File: src/hw/rtl/pfc_pkg.sv
// ----------------------------------------------------------------------------
// pfc_pkg
// Shared types, codes and symbol helpers for the 6x6 digraph cipher core.
// ----------------------------------------------------------------------------
package pfc_pkg;

    localparam int SIDE  = 6;
    localparam int CELLS = SIDE * SIDE;

    localparam logic [1:0] ACT_KEY_CHAR = 2'd0;
    localparam logic [1:0] ACT_KEY_END  = 2'd1;
    localparam logic [1:0] ACT_ENCRYPT  = 2'd2;
    localparam logic [1:0] ACT_DECRYPT  = 2'd3;

    localparam logic [7:0] CH_LOW_A  = 8'h61;
    localparam logic [7:0] CH_LOW_Z  = 8'h7A;
    localparam logic [7:0] CH_UP_A   = 8'h41;
    localparam logic [7:0] CH_UP_Z   = 8'h5A;
    localparam logic [7:0] CH_ZERO   = 8'h30;
    localparam logic [7:0] CH_NINE   = 8'h39;
    localparam logic [7:0] CASE_DIFF = 8'd32;
    localparam logic [7:0] LETTERS   = 8'd26;

    localparam logic [5:0] LAST_CELL = 6'(CELLS - 1);
    localparam logic [5:0] NUM_CELLS = 6'(CELLS);
    localparam logic [2:0] LAST_IDX  = 3'(SIDE - 1);

    typedef logic [5:0] t_sym;
    typedef logic [5:0] t_cell;
    typedef logic [2:0] t_coord;

    typedef struct packed {
        logic   ok;
        t_sym   sym;
        t_coord row;
        t_coord col;
    } t_lane_info;

    typedef enum logic [4:0] {
        ST_IDLE = 5'b00001,
        ST_FILL = 5'b00010,
        ST_LOOK = 5'b00100,
        ST_CELL = 5'b01000,
        ST_DONE = 5'b10000
    } t_state;

    function automatic logic [6:0] char_to_sym(input logic [7:0] ch);
        logic [7:0] c;
        logic [6:0] r;
        c = ch;
        r = '0;
        if (c >= CH_LOW_A && c <= CH_LOW_Z) begin
            c = c - CASE_DIFF;
        end
        if (c >= CH_UP_A && c <= CH_UP_Z) begin
            r = {1'b1, 6'(c - CH_UP_A)};
        end else if (c >= CH_ZERO && c <= CH_NINE) begin
            r = {1'b1, 6'(c - CH_ZERO + LETTERS)};
        end
        return r;
    endfunction

    function automatic logic [7:0] sym_to_char(input t_sym s);
        logic [7:0] w;
        logic [7:0] r;
        w = {2'b00, s};
        r = '0;
        if (w < LETTERS) begin
            r = CH_UP_A + w;
        end else if (w < 8'(CELLS)) begin
            r = CH_ZERO + (w - LETTERS);
        end
        return r;
    endfunction

    function automatic t_coord cell_row(input t_cell c);
        t_coord r;
        r = '0;
        for (int k = 1; k < SIDE; k++) begin
            if (c >= 6'(k * SIDE)) begin
                r = 3'(k);
            end
        end
        return r;
    endfunction

    function automatic t_cell row_base(input t_coord r);
        return 6'({r, 2'b00}) + 6'({r, 1'b0});
    endfunction

    function automatic t_coord step_coord(input t_coord x, input logic dec);
        t_coord r;
        if (dec) begin
            r = (x == '0) ? LAST_IDX : x - 3'd1;
        end else begin
            r = (x == LAST_IDX) ? '0 : x + 3'd1;
        end
        return r;
    endfunction

endpackage

File: src/hw/rtl/pfc_lane.sv
// ----------------------------------------------------------------------------
// pfc_lane
// One character lane: folds and decodes a character to its symbol index and
// splits the cell read back for that symbol into row and column.
// ----------------------------------------------------------------------------
module pfc_lane (
    input  logic [7:0]          i_char,
    input  pfc_pkg::t_cell      i_place,
    output pfc_pkg::t_lane_info o_info
);
    import pfc_pkg::*;

    logic [6:0] dec;
    t_coord     row;

    always_comb begin
        dec        = char_to_sym(i_char);
        row        = cell_row(i_place);
        o_info.ok  = dec[6];
        o_info.sym = dec[5:0];
        o_info.row = row;
        o_info.col = 3'(i_place - row_base(row));
    end

endmodule

File: src/hw/rtl/pfc_merge.sv
// ----------------------------------------------------------------------------
// pfc_merge
// Merge stage: compares the two lanes' coordinates and applies the same-row,
// same-column or rectangle rule to give the two result cells.
// ----------------------------------------------------------------------------
module pfc_merge (
    input  pfc_pkg::t_lane_info i_lane_a,
    input  pfc_pkg::t_lane_info i_lane_b,
    input  logic                i_decrypt,
    output pfc_pkg::t_cell      o_cell_a,
    output pfc_pkg::t_cell      o_cell_b
);
    import pfc_pkg::*;

    t_coord ra, ca, rb, cb;

    always_comb begin
        ra = i_lane_a.row;
        ca = i_lane_a.col;
        rb = i_lane_b.row;
        cb = i_lane_b.col;
        if (i_lane_a.row == i_lane_b.row) begin
            ca = step_coord(i_lane_a.col, i_decrypt);
            cb = step_coord(i_lane_b.col, i_decrypt);
        end else if (i_lane_a.col == i_lane_b.col) begin
            ra = step_coord(i_lane_a.row, i_decrypt);
            rb = step_coord(i_lane_b.row, i_decrypt);
        end else begin
            ca = i_lane_b.col;
            cb = i_lane_a.col;
        end
        o_cell_a = row_base(ra) + 6'(ca);
        o_cell_b = row_base(rb) + 6'(cb);
    end

endmodule

File: src/hw/rtl/playfair_6x6_digraph_cipher_core.sv
// ----------------------------------------------------------------------------
// playfair_6x6_digraph_cipher_core
// 6x6 digraph cipher over A-Z and 0-9 with key square build and pair lookup.
// ----------------------------------------------------------------------------
// Input channel i_in_valid / o_in_ready carries one word: an action with up
// to two ASCII characters. Output channel o_out_valid / i_out_ready returns
// exactly one word per input word: two result characters and a bad flag.
// Key characters (action 0) build the square, key end (action 1) fills the
// rest and makes it ready, actions 2 and 3 encrypt or decrypt one pair.
// The key end fill walks the 36 symbols one per cycle and writes each
// symbol not yet in the square into the cell and position memories.
// Pair work: two character lanes read the position memory in the same cycle,
// a merge stage forms the result cells, the cell memory is read next.
// A new word is taken once the last one has reached the output register.
// Reset clears the square state; a new key needs a reset.
// When the receiver stalls, the held result stays in the output register,
// one more word may be accepted and processed, and it waits to load.
// ----------------------------------------------------------------------------
module playfair_6x6_digraph_cipher_core (
    input  logic       i_clk,
    input  logic       i_rst_n,
    input  logic       i_in_valid,
    output logic       o_in_ready,
    input  logic [1:0] i_action,
    input  logic [7:0] i_char_a,
    input  logic [7:0] i_char_b,
    output logic       o_out_valid,
    input  logic       i_out_ready,
    output logic [7:0] o_out_a,
    output logic [7:0] o_out_b,
    output logic       o_bad_char
);
    import pfc_pkg::*;

    t_state      r_state, n_state;
    logic [35:0] r_mask, n_mask;
    logic [5:0]  r_fill, n_fill;
    logic [5:0]  r_walk, n_walk;
    logic        r_ready, n_ready;
    logic        r_decrypt, n_decrypt;
    logic        r_out_valid, n_out_valid;

    logic [7:0]  r_res_a, r_res_b;
    logic        r_res_bad;
    logic [7:0]  r_out_a, r_out_b;
    logic        r_out_bad;

    t_sym        r_square [CELLS];
    t_cell       r_place  [CELLS];
    t_cell       r_pa, r_pb;
    t_sym        r_sq_a, r_sq_b;

    t_lane_info  lane_a, lane_b;
    t_cell       cell_a, cell_b;

    logic        accept, out_free;
    logic        wr_en;
    t_sym        wr_sym;
    logic        res_zero, res_bad, res_cell;

    pfc_lane u_lane_a (
        .i_char  (i_char_a),
        .i_place (r_pa),
        .o_info  (lane_a)
    );

    pfc_lane u_lane_b (
        .i_char  (i_char_b),
        .i_place (r_pb),
        .o_info  (lane_b)
    );

    pfc_merge u_merge (
        .i_lane_a  (lane_a),
        .i_lane_b  (lane_b),
        .i_decrypt (r_decrypt),
        .o_cell_a  (cell_a),
        .o_cell_b  (cell_b)
    );

    assign o_in_ready  = (r_state == ST_IDLE);
    assign accept      = i_in_valid && o_in_ready;
    assign out_free    = !r_out_valid || i_out_ready;
    assign o_out_valid = r_out_valid;
    assign o_out_a     = r_out_a;
    assign o_out_b     = r_out_b;
    assign o_bad_char  = r_out_bad;

    always_comb begin
        n_state     = r_state;
        n_mask      = r_mask;
        n_fill      = r_fill;
        n_walk      = r_walk;
        n_ready     = r_ready;
        n_decrypt   = r_decrypt;
        n_out_valid = r_out_valid;
        wr_en       = 1'b0;
        wr_sym      = lane_a.sym;
        res_zero    = 1'b0;
        res_bad     = 1'b0;
        res_cell    = 1'b0;
        if (i_out_ready) begin
            n_out_valid = 1'b0;
        end
        case (r_state)
            ST_IDLE: begin
                if (accept) begin
                    n_decrypt = (i_action == ACT_DECRYPT);
                    case (i_action)
                        ACT_KEY_CHAR: begin
                            res_zero = 1'b1;
                            n_state  = ST_DONE;
                            if (lane_a.ok && !r_ready && !r_mask[lane_a.sym]
                                    && r_fill < NUM_CELLS) begin
                                wr_en = 1'b1;
                            end
                        end
                        ACT_KEY_END: begin
                            n_walk  = '0;
                            n_state = ST_FILL;
                        end
                        default: begin
                            if (!r_ready || !lane_a.ok || !lane_b.ok) begin
                                res_bad = 1'b1;
                                n_state = ST_DONE;
                            end else begin
                                n_state = ST_LOOK;
                            end
                        end
                    endcase
                end
            end
            ST_FILL: begin
                wr_sym = r_walk;
                if (!r_mask[r_walk] && r_fill < NUM_CELLS) begin
                    wr_en = 1'b1;
                end
                n_walk = r_walk + 6'd1;
                if (r_walk == LAST_CELL) begin
                    n_ready  = 1'b1;
                    res_zero = 1'b1;
                    n_state  = ST_DONE;
                end
            end
            ST_LOOK: begin
                n_state = ST_CELL;
            end
            ST_CELL: begin
                res_cell = 1'b1;
                n_state  = ST_DONE;
            end
            ST_DONE: begin
                if (out_free) begin
                    n_out_valid = 1'b1;
                    n_state     = ST_IDLE;
                end
            end
            default: begin
                n_state = ST_IDLE;
            end
        endcase
        if (wr_en) begin
            n_mask[wr_sym] = 1'b1;
            n_fill         = r_fill + 6'd1;
        end
    end

    always_ff @(posedge i_clk) begin
        if (!i_rst_n) begin
            r_state     <= ST_IDLE;
            r_mask      <= '0;
            r_fill      <= '0;
            r_walk      <= '0;
            r_ready     <= 1'b0;
            r_decrypt   <= 1'b0;
            r_out_valid <= 1'b0;
        end else begin
            r_state     <= n_state;
            r_mask      <= n_mask;
            r_fill      <= n_fill;
            r_walk      <= n_walk;
            r_ready     <= n_ready;
            r_decrypt   <= n_decrypt;
            r_out_valid <= n_out_valid;
        end
    end

    always_ff @(posedge i_clk) begin
        if (wr_en) begin
            r_square[r_fill] <= wr_sym;
            r_place[wr_sym]  <= r_fill;
        end
        r_pa   <= r_place[lane_a.sym];
        r_pb   <= r_place[lane_b.sym];
        r_sq_a <= r_square[cell_a];
        r_sq_b <= r_square[cell_b];
    end

    always_ff @(posedge i_clk) begin
        if (res_zero || res_bad) begin
            r_res_a   <= '0;
            r_res_b   <= '0;
            r_res_bad <= res_bad;
        end else if (res_cell) begin
            r_res_a   <= sym_to_char(r_sq_a);
            r_res_b   <= sym_to_char(r_sq_b);
            r_res_bad <= 1'b0;
        end
        if (r_state == ST_DONE && out_free) begin
            r_out_a   <= r_res_a;
            r_out_b   <= r_res_b;
            r_out_bad <= r_res_bad;
        end
    end

endmodule
File: config.mk
export PLATFORM = sky130hd
export DESIGN_NAME = playfair_6x6_digraph_cipher_core
export DESIGN_NICKNAME = d
export VERILOG_FILES = /design/src/hw/rtl/pfc_pkg.sv /design/src/hw/rtl/pfc_lane.sv /design/src/hw/rtl/pfc_merge.sv /design/src/hw/rtl/playfair_6x6_digraph_cipher_core.sv
export SDC_FILE = /design/constraint.sdc
export NUM_CORES = 1
export LEC_CHECK = 0
export BUFFER_PORTS_ARGS = -buffer_cell sky130_fd_sc_hd__buf_2
export CAP_MARGIN = 10
export CELL_PAD_IN_SITES_DETAIL_PLACEMENT = 1
export CELL_PAD_IN_SITES_GLOBAL_PLACEMENT = 1
export CORE_ASPECT_RATIO = 2
export CORE_MARGIN = 2
export CORE_UTILIZATION = 46
export CTS_CLUSTER_DIAMETER = 40
export DETAILED_ROUTE_END_ITERATION = 16
export GPL_TIMING_DRIVEN = 0
export PLACE_DENSITY = 0.69
export SLEW_MARGIN = 5
export SYNTH_ARGS = -nofsm -noshare
export SYNTH_HDL_FRONTEND = slang
export SYNTH_HIERARCHICAL = 1
export SYNTH_SLANG_ARGS = --single-unit
export TNS_END_PERCENT = 20
File: constraint.sdc
create_clock -name i_clk -period 7.4 [get_ports i_clk]
set_clock_uncertainty 0.2 [all_clocks]
set_input_delay 1.48 -clock i_clk [delete_from_list [all_inputs] [get_ports i_clk]]
set_output_delay 1.48 -clock i_clk [all_outputs]
set_load 0.1 [all_outputs]
After elaboration in Yosys (flattened, before gate mapping)
Memories as Yosys holds them, arrays and structs flattened. A register that Yosys moved wholly into a read port is not among the register bits. Cells that the tools add are included.

Add/sub/neg operators: 32. Order comparisons: 31. Equality and inequality tests: 18. Multiplexer cells: 77. Bitwise gates (word level): 1. Reductions and logical operators: 35.

Operator list (count): $mux 3 (24); $mux 8 (6); $ge 6x5->1 const B (6); $or 36x36->36 (1); $ge 8x7->1 const B (4); $le 8x7->1 const B (4); $mux 7 (4); $pmux 5 s5 (1); $mux 1 (24); $lt 6x7->1 const B (3); $mux 5 (4); $lt 6x6->1 const B (3); $mux 6 (3); $add 7x6->8 const A (2); $add 7x7->8 const A (2); $ge 8x6->1 const B (2); $le 8x6->1 const B (2); $sub 8x6->8 const B (2); $sub 6x5->7 const B (2); $logic_and 1x1->1 (13); $add 3x1->3 const B (4); $add 5x4->6 (2); $add 6x1->6 const B (2); $add 6x3->6 (2); other kinds (36) (72).

Register bits after elaboration: 90. Bits in writable memories: 432. Input port bits: 22. Output and inout bits: 19. Word-level logic and storage cells: 209. Memories: 2.

Memory list: r_place (words 36, width 6, rd ports 2, clocked after memory_dff 2, write ports 1, line playfair_6x6_digraph_cipher_core.sv:49) `t_cell r_place [CELLS];`; r_square (words 36, width 6, rd ports 2, clocked after memory_dff 2, write ports 1, line playfair_6x6_digraph_cipher_core.sv:48) `t_sym r_square [CELLS];`.

Longest topological paths before layout
Gate-level depths: netlist of the first run.

Word-level depth: 18. Depth in mapped cells: 24. Mapped depth without buffers: 21.

Cells and area by module
Netlist of the first run, hierarchy kept.

Modules (own cells, without submodules): playfair_6x6_digraph_cipher_core (instances 1, cells each 1435, area each 25360.6 um^2, sequential area each 15434.8 um^2); pfc_lane (instances 2, cells each 83, area each 605.6 um^2, sequential area each 0.0 um^2); pfc_merge (instances 1, cells each 121, area each 883.3 um^2, sequential area each 0.0 um^2).

Worst setup path before layout of the first run
OpenSTA, ideal clock, no wires.

Kind: input-to-reg. Start: input i_char_a[6]. End: memory r_square[17][0] in the netlist's numbering (enable). Setup time: 0.386 ns. Data arrival time: 5.063 ns. Required time: 6.814 ns. Setup slack: 1.751 ns. Stages on the path: 15. Path buffers: 3. Cells stage by stage: inv_1 -> ha_1 -> o21a_1 -> nor3_4 -> o211ai_1 -> o21ai_0 -> buf_2 -> mux4_2 -> mux2_2 -> a221oi_1 -> o31ai_2 -> and2_1 -> buf_6 -> buf_2 -> nor4_1.

RTL lines: start: declaration (line playfair_6x6_digraph_cipher_core.sv:25) `input logic [7:0] i_char_a,`; end: declaration (line playfair_6x6_digraph_cipher_core.sv:48).

==> summary.md, run 1 <==
| Metric | Value |
|---|---|
| Non-Filler Instances | 2,664 |
| Synth top area cells | edfxtp_1, mux4_2, dfxtp_1 |
| Total track usage | 28.7% |
| Post-synthesis mux area share | 24.9% |
| Worst Path Max Fanout | 10 |
| Crit-path max cell delay | 680 ps |
| Peak VDD IR | 0.341 mV |
| Util after Layout | 52.6% |
| Dpl cells | 2,556 |
| Worst Path Arrival | 7090 ps |
| Num rows | 126 |
| Final GP Congestion | 0.927 |
| IO Pins | 41 |
| Cell taking the most area after synthesis | edfxtp_1 |
| Final net count | 1,925 |
| Synth Instances | 1,722 |
| XOR/XNOR share of the synthesized area | 0.980% |
| Max-cap violations | 0 |
| Comb pwr share | 46.0% |
| Starting Density | 46.6% |
| Reg clk slew, reported paths | 70 ps |
| Post-Synth Adder-Cell Area | 2.60% |
| CTS Hold Bufs | 0 |
| Commonest cells after routing, fill and taps aside | edfxtp_1, mux4_2, nand2_1 |
| Via count | 17,100 |
| Initial antenna violation count | 2 |
| Syn avg cell area | 15.9 um2 |
| Slew Limit Headroom | 15.6% |
| First-pass GRT wire length | 126,000 um |
| CTS max path bufs | 3 |
| Avg Vias per Cell | 6.41 |
| CP max stage cell | clkbuf_1 |
| Post-synthesis simple-gate area fraction | 6.98% |
| Setup_tns | 0 ps |
| Drt first-iter violations | 1,121 |
| Setup crit end kind | register |
| Clock Power Share | 25.0% |
| Post-Route WL | 86,000 um |
| Largest net degree at the start of global routing | 45 |
| Total power | 11.8 mW |
| Share of post-route cells with drive strength above 1 | 29.2% |
| Seq/Total Area, Yosys | 56.2% |
| Routed Antenna Nets | 0 |
| Library cells used by synthesis | 82 |
| Post-Synthesis Cell Area | 27,500 um2 |
| Filler Cell Count | 5,618 |
| Die width | 177 um |
| Core area | 59,000 um2 |
| Htree depth | 2 |
| Chip Height | 350 um |
| Post-CTS Setup Inserts | 0 |
| Detailed Place HPWL | 66,900 um |
| Remaining global-route overflow | 0 |
| Most common cell after layout, fill and taps aside | edfxtp_1 |
| Worst path required time | 7710 ps |
| Flop pwr share | 29.0% |
| Cell internal pwr | 7.40 mW |
| CTS buffer count | 54 |
| Sw Ratio | 37.5% |
| Number of synthesized flops with an enable pin | 450 |
| Worst-margin pin slew | 1260 ps |
| Final Setup Violations | 0 |
| Register area | 15,400 um2 |
| Hold Vio Cnt, Final | 0 |
| Crit path launch type | register |
| Pwr per Cell Area | 382 nW/um2 |
| Status | complete, no violations |
| Crit Path Category | register to register |
| Synth Area in Compound Gates | 5.46% |
| DR pass1 iterations | 5 |
| Root Buffer | clkbuf_16 |
| Syn-to-layout area delta | 12.9% |
| Yosys warnings | 6 |
| Multi-input gate area | 11,400 um2 |
| Sw power | 4.44 mW |
| Synth Flop Type | edfxtp_1 |
| Vias in the first global route | 19,100 |
| Fin crit period | 6780 ps |
| Syn Nets | 1,797 |
| Worst setup margin | 619 ps |
| RSZ-0062 raised after global routing | false |
| Post-cts repair resize count | 0 |
| Cells along the critical path | inv_1 -> ha_1 -> inv_1 -> a211oi_1 -> a2111o_1 -> ha_1 -> xor2_1 -> xnor2_1 -> xor2_1 -> nor3_2 -> and2_4 -> mux2_4 -> or3_1 -> fa_1 -> ha_1 -> inv_1 -> fa_1 -> xnor2_1 -> clkbuf_1 -> mux4_2 -> mux2i_1 -> o21ai_0 |
| Slew Limit Fails | 0 |
| Input/output buffers | 37 |
| Pleak | 10.1 nW |
| Routed len/inst | 32.3 um |
| Clock Sinks | 546 |
| Synth top area share | 49.2% |
| Die ar. | 61,800 um2 |
| Worst skew pair latency | 620 ps |
| Fin crit share | 91.6% |
| Class of the tightest hold or removal check | register to register |
| Drc violations | 0 |
| Setup WS pre-CTS | 39.4 ps |
| Async S/R FF share, synth | 0% |
| CTS tree | done |
| Fmax achieved | 147 MHz |
| Main combinational cell family by area after synthesis | multiplexers |
| Synthesized flop and latch total | 546 |
[cells in the mapped netlist, types with 9 or more instances]
library cell and instances:
a211oi_1 10, a21o_1 11, a21oi_1 23, a32o_1 24, and2_1 9, and3_1 12, buf_1 18, buf_2 36
clkbuf_1 64, dfxtp_1 96, edfxtp_1 450, ha_1 49, inv_1 52, mux2i_1 44, mux4_2 279, nand2_1 97
nand2b_1 14, nand3_1 26, nand3b_1 10, nor2_1 67, nor3_1 57, nor4_1 32, o21ai_0 52, o31ai_1 12
xnor2_1 13, xor2_1 14
[registers in the layout (all words and copies together), names as in the netlist, 5 cells and up]
| signal | flops |
|---|---|
| o_out_a | 8 |
| o_out_b | 8 |
| r_fill | 6 |
| r_mask | 36 |
| r_pa | 6 |
| r_pb | 6 |
| r_place | 216 |
| r_res_a | 8 |
| r_res_b | 8 |
| r_sq_a | 6 |
| r_sq_b | 6 |
| r_square | 216 |
| r_state | 5 |
| r_walk | 6 |
[power by group through the flow]
| stage | Sequential [mW] | Combinational (mW) | Clock [mW] |
|---|---|---|---|
| final | 3.43 | 5.44 | 2.96 |
| after global routing | 3.44 | 5.68 | 3.11 |
| after CTS | 3.43 | 5.46 | 3.01 |
| after detailed placement | 3.50 | 5.43 | 0 |
| after global placement | 3.50 | 5.28 | 0 |
| after floorplan | 3.49 | 3.56 | 0 |
[final timing paths]
check,endpoint,startpoint,slack [ps],cells past startpoint
max,r_sq_a[5],r_pa[0],620,22
min,o_bad_char,r_res_bad,200,0
max reg2reg,r_sq_a[5],r_pa[0],620,22
min reg2reg,o_bad_char,r_res_bad,200,0
[stage by stage]
stage          hold WS (ps)  area, um2
2_1_floorplan           200      27500
3_3_place_gp            204      28600
3_5_place_dp            210      29000
4_1_cts                 209      31000
5_1_grt                 216      31000
6_report                204      31000
[final cells by class]
class	count	share of cell area, %
tap	768	3.10
inverter	56	0.678
multi-input combinational	994	36.8
sequential	546	49.8
clock inverter	34	1.36
buffer	126	1.83
clock buffer	67	4.82
antenna	1	0.00807
timing repair buffer	72	1.66
[critical path, delay by kind of cell, from the launching register on]
| kind | cells | cell delay [ps] |
|---|---|---|
| simple gates | 3 | 940 |
| xor+xnor | 4 | 1150 |
| flops | 1 | 340 |
| mux | 3 | 1020 |
| fa+ha+maj | 5 | 1580 |
| compound gates | 3 | 560 |
| buf+inv | 4 | 900 |
[per-layer routing]
layer  routed length, um  GRT usage (%)  up-vias
met5                  31              0        -
met4                8490           23.8        4
met3                3290           3.07      281
met2               50400           56.9      574
met1               23900           24.7     8916
li1                    -              -     7306
[kinds of logic (layout without fill, tap and decap cells)]
kind of cell | count (synthesis) | count (layout)
flip-flops | 546 | 546
AND/OR/NAND/NOR | 371 | 371
multiplexers | 332 | 332
AO/OA/AOI/OAI | 207 | 207
buffers and inverters | 182 | 355
adder cells (fa/ha/maj) | 55 | 55
XOR/XNOR | 29 | 29
other | 0 | 1
(Power assumes the default switching activity.)
==> inputs of run 2 (changes only) <==
- ABC_CLOCK_PERIOD_IN_PS: not set -> 7400
- PLACE_DENSITY: 0.69 -> 0.74
- SYNTH_HIERARCHICAL: 1 -> not set
==> summary.md, run 2 <==
| Metric | Value |
|---|---|
| Status | complete, no violations |
| Largest registers | r_place (216), r_square (216), r_mask (36) |
| Class of the tightest hold or removal check | register to register |
| Commonest cells after routing, fill and taps aside | nand2_1, edfxtp_1, nand3_1 |
| Pleak | 11.4 nW |
| Routed Antenna Nets | 0 |
| CP max stage cell | a21oi_1 |
| Reg2reg path depth | 20 |
| Input/output buffers | 38 |
| Num rows | 131 |
| Worst hold path startpoint | r_res_a[7] |
| Number of synthesized flops with an enable pin | 450 |
| Cells on Worst Hold Path | 0 |
| Worst Path Max Fanout | 10 |
| Setup WS pre-CTS | -626 ps |
| Core area | 63,400 um2 |
| Worst skew pair latency | 630 ps |
| CTS max path bufs | 3 |
| Reg2reg start | r_pb[1] |
| Pwr per Cell Area | 504 nW/um2 |
| Largest net degree at the start of global routing | 43 |
| Setup crit end kind | register |
| Async S/R FF share, synth | 0% |
| Max-cap violations | 0 |
| R2R Setup Slk | 180 ps |
| Synthesized flop and latch total | 546 |
| Util after Layout | 52.1% |
| Seq/Total Area, Yosys | 52.6% |
| Crit Path Category | register to register |
| Chip Height | 361 um |
| Syn avg cell area | 10.1 um2 |
| Final net count | 3,114 |
| Fin crit period | 7220 ps |
| Antenna diodes | 0 |
| Synth Instances | 2,908 |
| Hold WS | 230 ps |
| Starting Density | 46.3% |
| Drt first-iter violations | 3,324 |
| Share of post-route cells with drive strength above 1 | 10.7% |
| Syn Nets | 2,985 |
| First-pass GRT wire length | 167,000 um |
| Worst Path Arrival | 7550 ps |
| Post-Synthesis Cell Area | 29,400 um2 |
| Worst path required time | 7730 ps |
| Peak VDD IR | 0.538 mV |
| Clock Sinks | 546 |
| Crit path top cell by count | ha_1 |
| Via count | 25,800 |
| Total power | 16.7 mW |
| Library cells used by synthesis | 90 |
| Post-Route WL | 112,000 um |
| Top cells by count, synth | nand2_1, edfxtp_1, nand3_1 |
| Main combinational cell family by area after synthesis | simple AND/OR/NAND/NOR gates |
| Vias in the first global route | 25,800 |
| Slew Limit Fails | 0 |
| Die width | 183 um |
| RSZ-0062 raised after global routing | false |
| Fin crit share | 97.6% |
| Fmax achieved | 138 MHz |
| Hold Vio Cnt, Final | 0 |
| Avg Vias per Cell | 6.64 |
| RR Endpoint | r_sq_b[4] |
| IO Pins | 41 |
| Filler Cell Count | 6,934 |
| Final Setup Violations | 0 |
| Synth top area cells | edfxtp_1, nand2_1, dfxtp_1 |
| Post-synthesis mux area share | 4.79% |
| Synth Flop Type | edfxtp_1 |
| Syn-to-layout area delta | 12.7% |
| Detailed Place HPWL | 81,700 um |
| Worst-margin pin slew | 1300 ps |
| Reg clk slew, reported paths | 70 ps |
| Synth top area share | 46.0% |
| Cell taking the most area after synthesis | edfxtp_1 |
| Most common cell in the netlist | nand2_1 |
| Setup_tns | 0 ps |
| Routed len/inst | 28.7 um |
| Remaining global-route overflow | 0 |
| Hold endpoint | o_out_a[7] |
| Drc violations | 0 |
| Root Buffer | clkbuf_16 |
| Die ar. | 66,000 um2 |
| Crit path launch type | register |
| XOR/XNOR share of the synthesized area | 1.16% |
| Yosys warnings | 0 |
| Synth Area in Compound Gates | 14.8% |
| Total track usage | 33.7% |
| CTS Hold Bufs | 0 |
| CTS buffer count | 55 |
| CTS tree | done |
| Htree depth | 2 |
| Post-Synth Adder-Cell Area | 2.45% |
| Worst setup margin | 180 ps |
| Most common cell after layout, fill and taps aside | nand2_1 |
| DR pass1 iterations | 6 |
| Final GP Congestion | 0.951 |
| Cells along the critical path | ha_1 -> nand2b_1 -> a22o_1 -> a211o_1 -> xor2_2 -> clkbuf_4 -> nor2_2 -> clkbuf_1 -> nor4_2 -> clkbuf_2 -> a31oi_1 -> o21ai_0 -> ha_1 -> ha_1 -> a21o_1 -> a21oi_1 -> nand3_1 -> a31oi_1 -> and3_1 -> or4_1 |
| Post-synthesis simple-gate area fraction | 20.7% |
| Crit-path max cell delay | 940 ps |
| Initial antenna violation count | 3 |
| Slew Limit Headroom | 12.5% |
## run 2: cell types whose count changed after synthesis, moves of 67 or more
cell      change
nand2_1     +634
mux4_2      -231
nand3_1     +155
clkbuf_1     +98
a31oi_1      +70
a211oi_1     +67
## run 2: area by class of cell
| class | instances | area, um2 | share of cell area, % |
|---|---|---|---|
| Timing Repair Buffer | 73 | 542 | 1.64 |
| Buffer | 218 | 883 | 2.67 |
| Multi-Input combinational cell | 2100 | 13200 | 39.8 |
| Tap cell | 798 | 998 | 3.02 |
| Clock buffer | 61 | 1460 | 4.42 |
| Sequential cell | 546 | 15400 | 46.7 |
| Inverter | 43 | 161 | 0.488 |
| Clock inverter | 42 | 433 | 1.31 |
## run 2: how the worst max path moves through the flow
| stage | start | endpoint | slack, ps |
|---|---|---|---|
| 6_report | r_pb[1] | r_sq_b[4] | 180 |
| 5_1_grt | r_pa[0] | r_sq_b[4] | 7 |
| 4_1_cts | r_pb[1] | r_sq_b[3] | 30 |
| 3_5_place_dp | r_pb[1] | r_sq_a[0] | -630 |
| 3_3_place_gp | i_char_a[1] | r_place[4][5] | -2840 |
| 2_1_floorplan | r_pb[1] | r_sq_b[0] | 1490 |
## run 2: timing repair
action                     4_1_cts  5_1_grt
pin swaps                        0        0
setup endpoints to repair       12       12
resized for setup               12        7
buffers inserted                 0        0
## run 2: logic make-up after synthesis
kind of cell	count (synthesis)
DFF	546
AOI/OAI and AO/OA	595
muxes	80
xor gates and xnor gates	39
and+or+nand+nor	1331
adders and majority gates	55
buffers and inverters	262
## run 2: per-stage QoR
step	std cells	cell area [um2]
after floorplan	2908	29400
after detailed placement	3775	31100
after global routing	3881	33100
after CTS	3877	33000
after global placement	3744	30600
final	3881	33100
## run 2: critical path, delay by kind of cell (launching register included)
kind / cells / cell delay, ps
AOI/OAI and AO/OA: 7 / 2680
xor gates and xnor gates: 1 / 320
adders and majority gates: 3 / 900
buffers and inverters: 3 / 960
DFF: 1 / 390
and+or+nand+nor: 6 / 1680
## run 2: metal layers
| layer | wire length, um | vias up | track usage [%] |
|---|---|---|---|
| met2 | 51700 | 1406 | 54.4 |
| met3 | 10000 | 286 | 5.91 |
| met1 | 45300 | 12900 | 45.7 |
| met5 | 13 | - | 0 |
| met4 | 4500 | 2 | 12.3 |
| li1 | - | 11200 | - |
## run 2: where the power goes
group          internal (mW)  leakage [nW]  switching [mW]
Sequential              3.41          5.00          0.0635
Clock                   1.58         0.914            1.35
Combinational           3.16          5.51            7.11
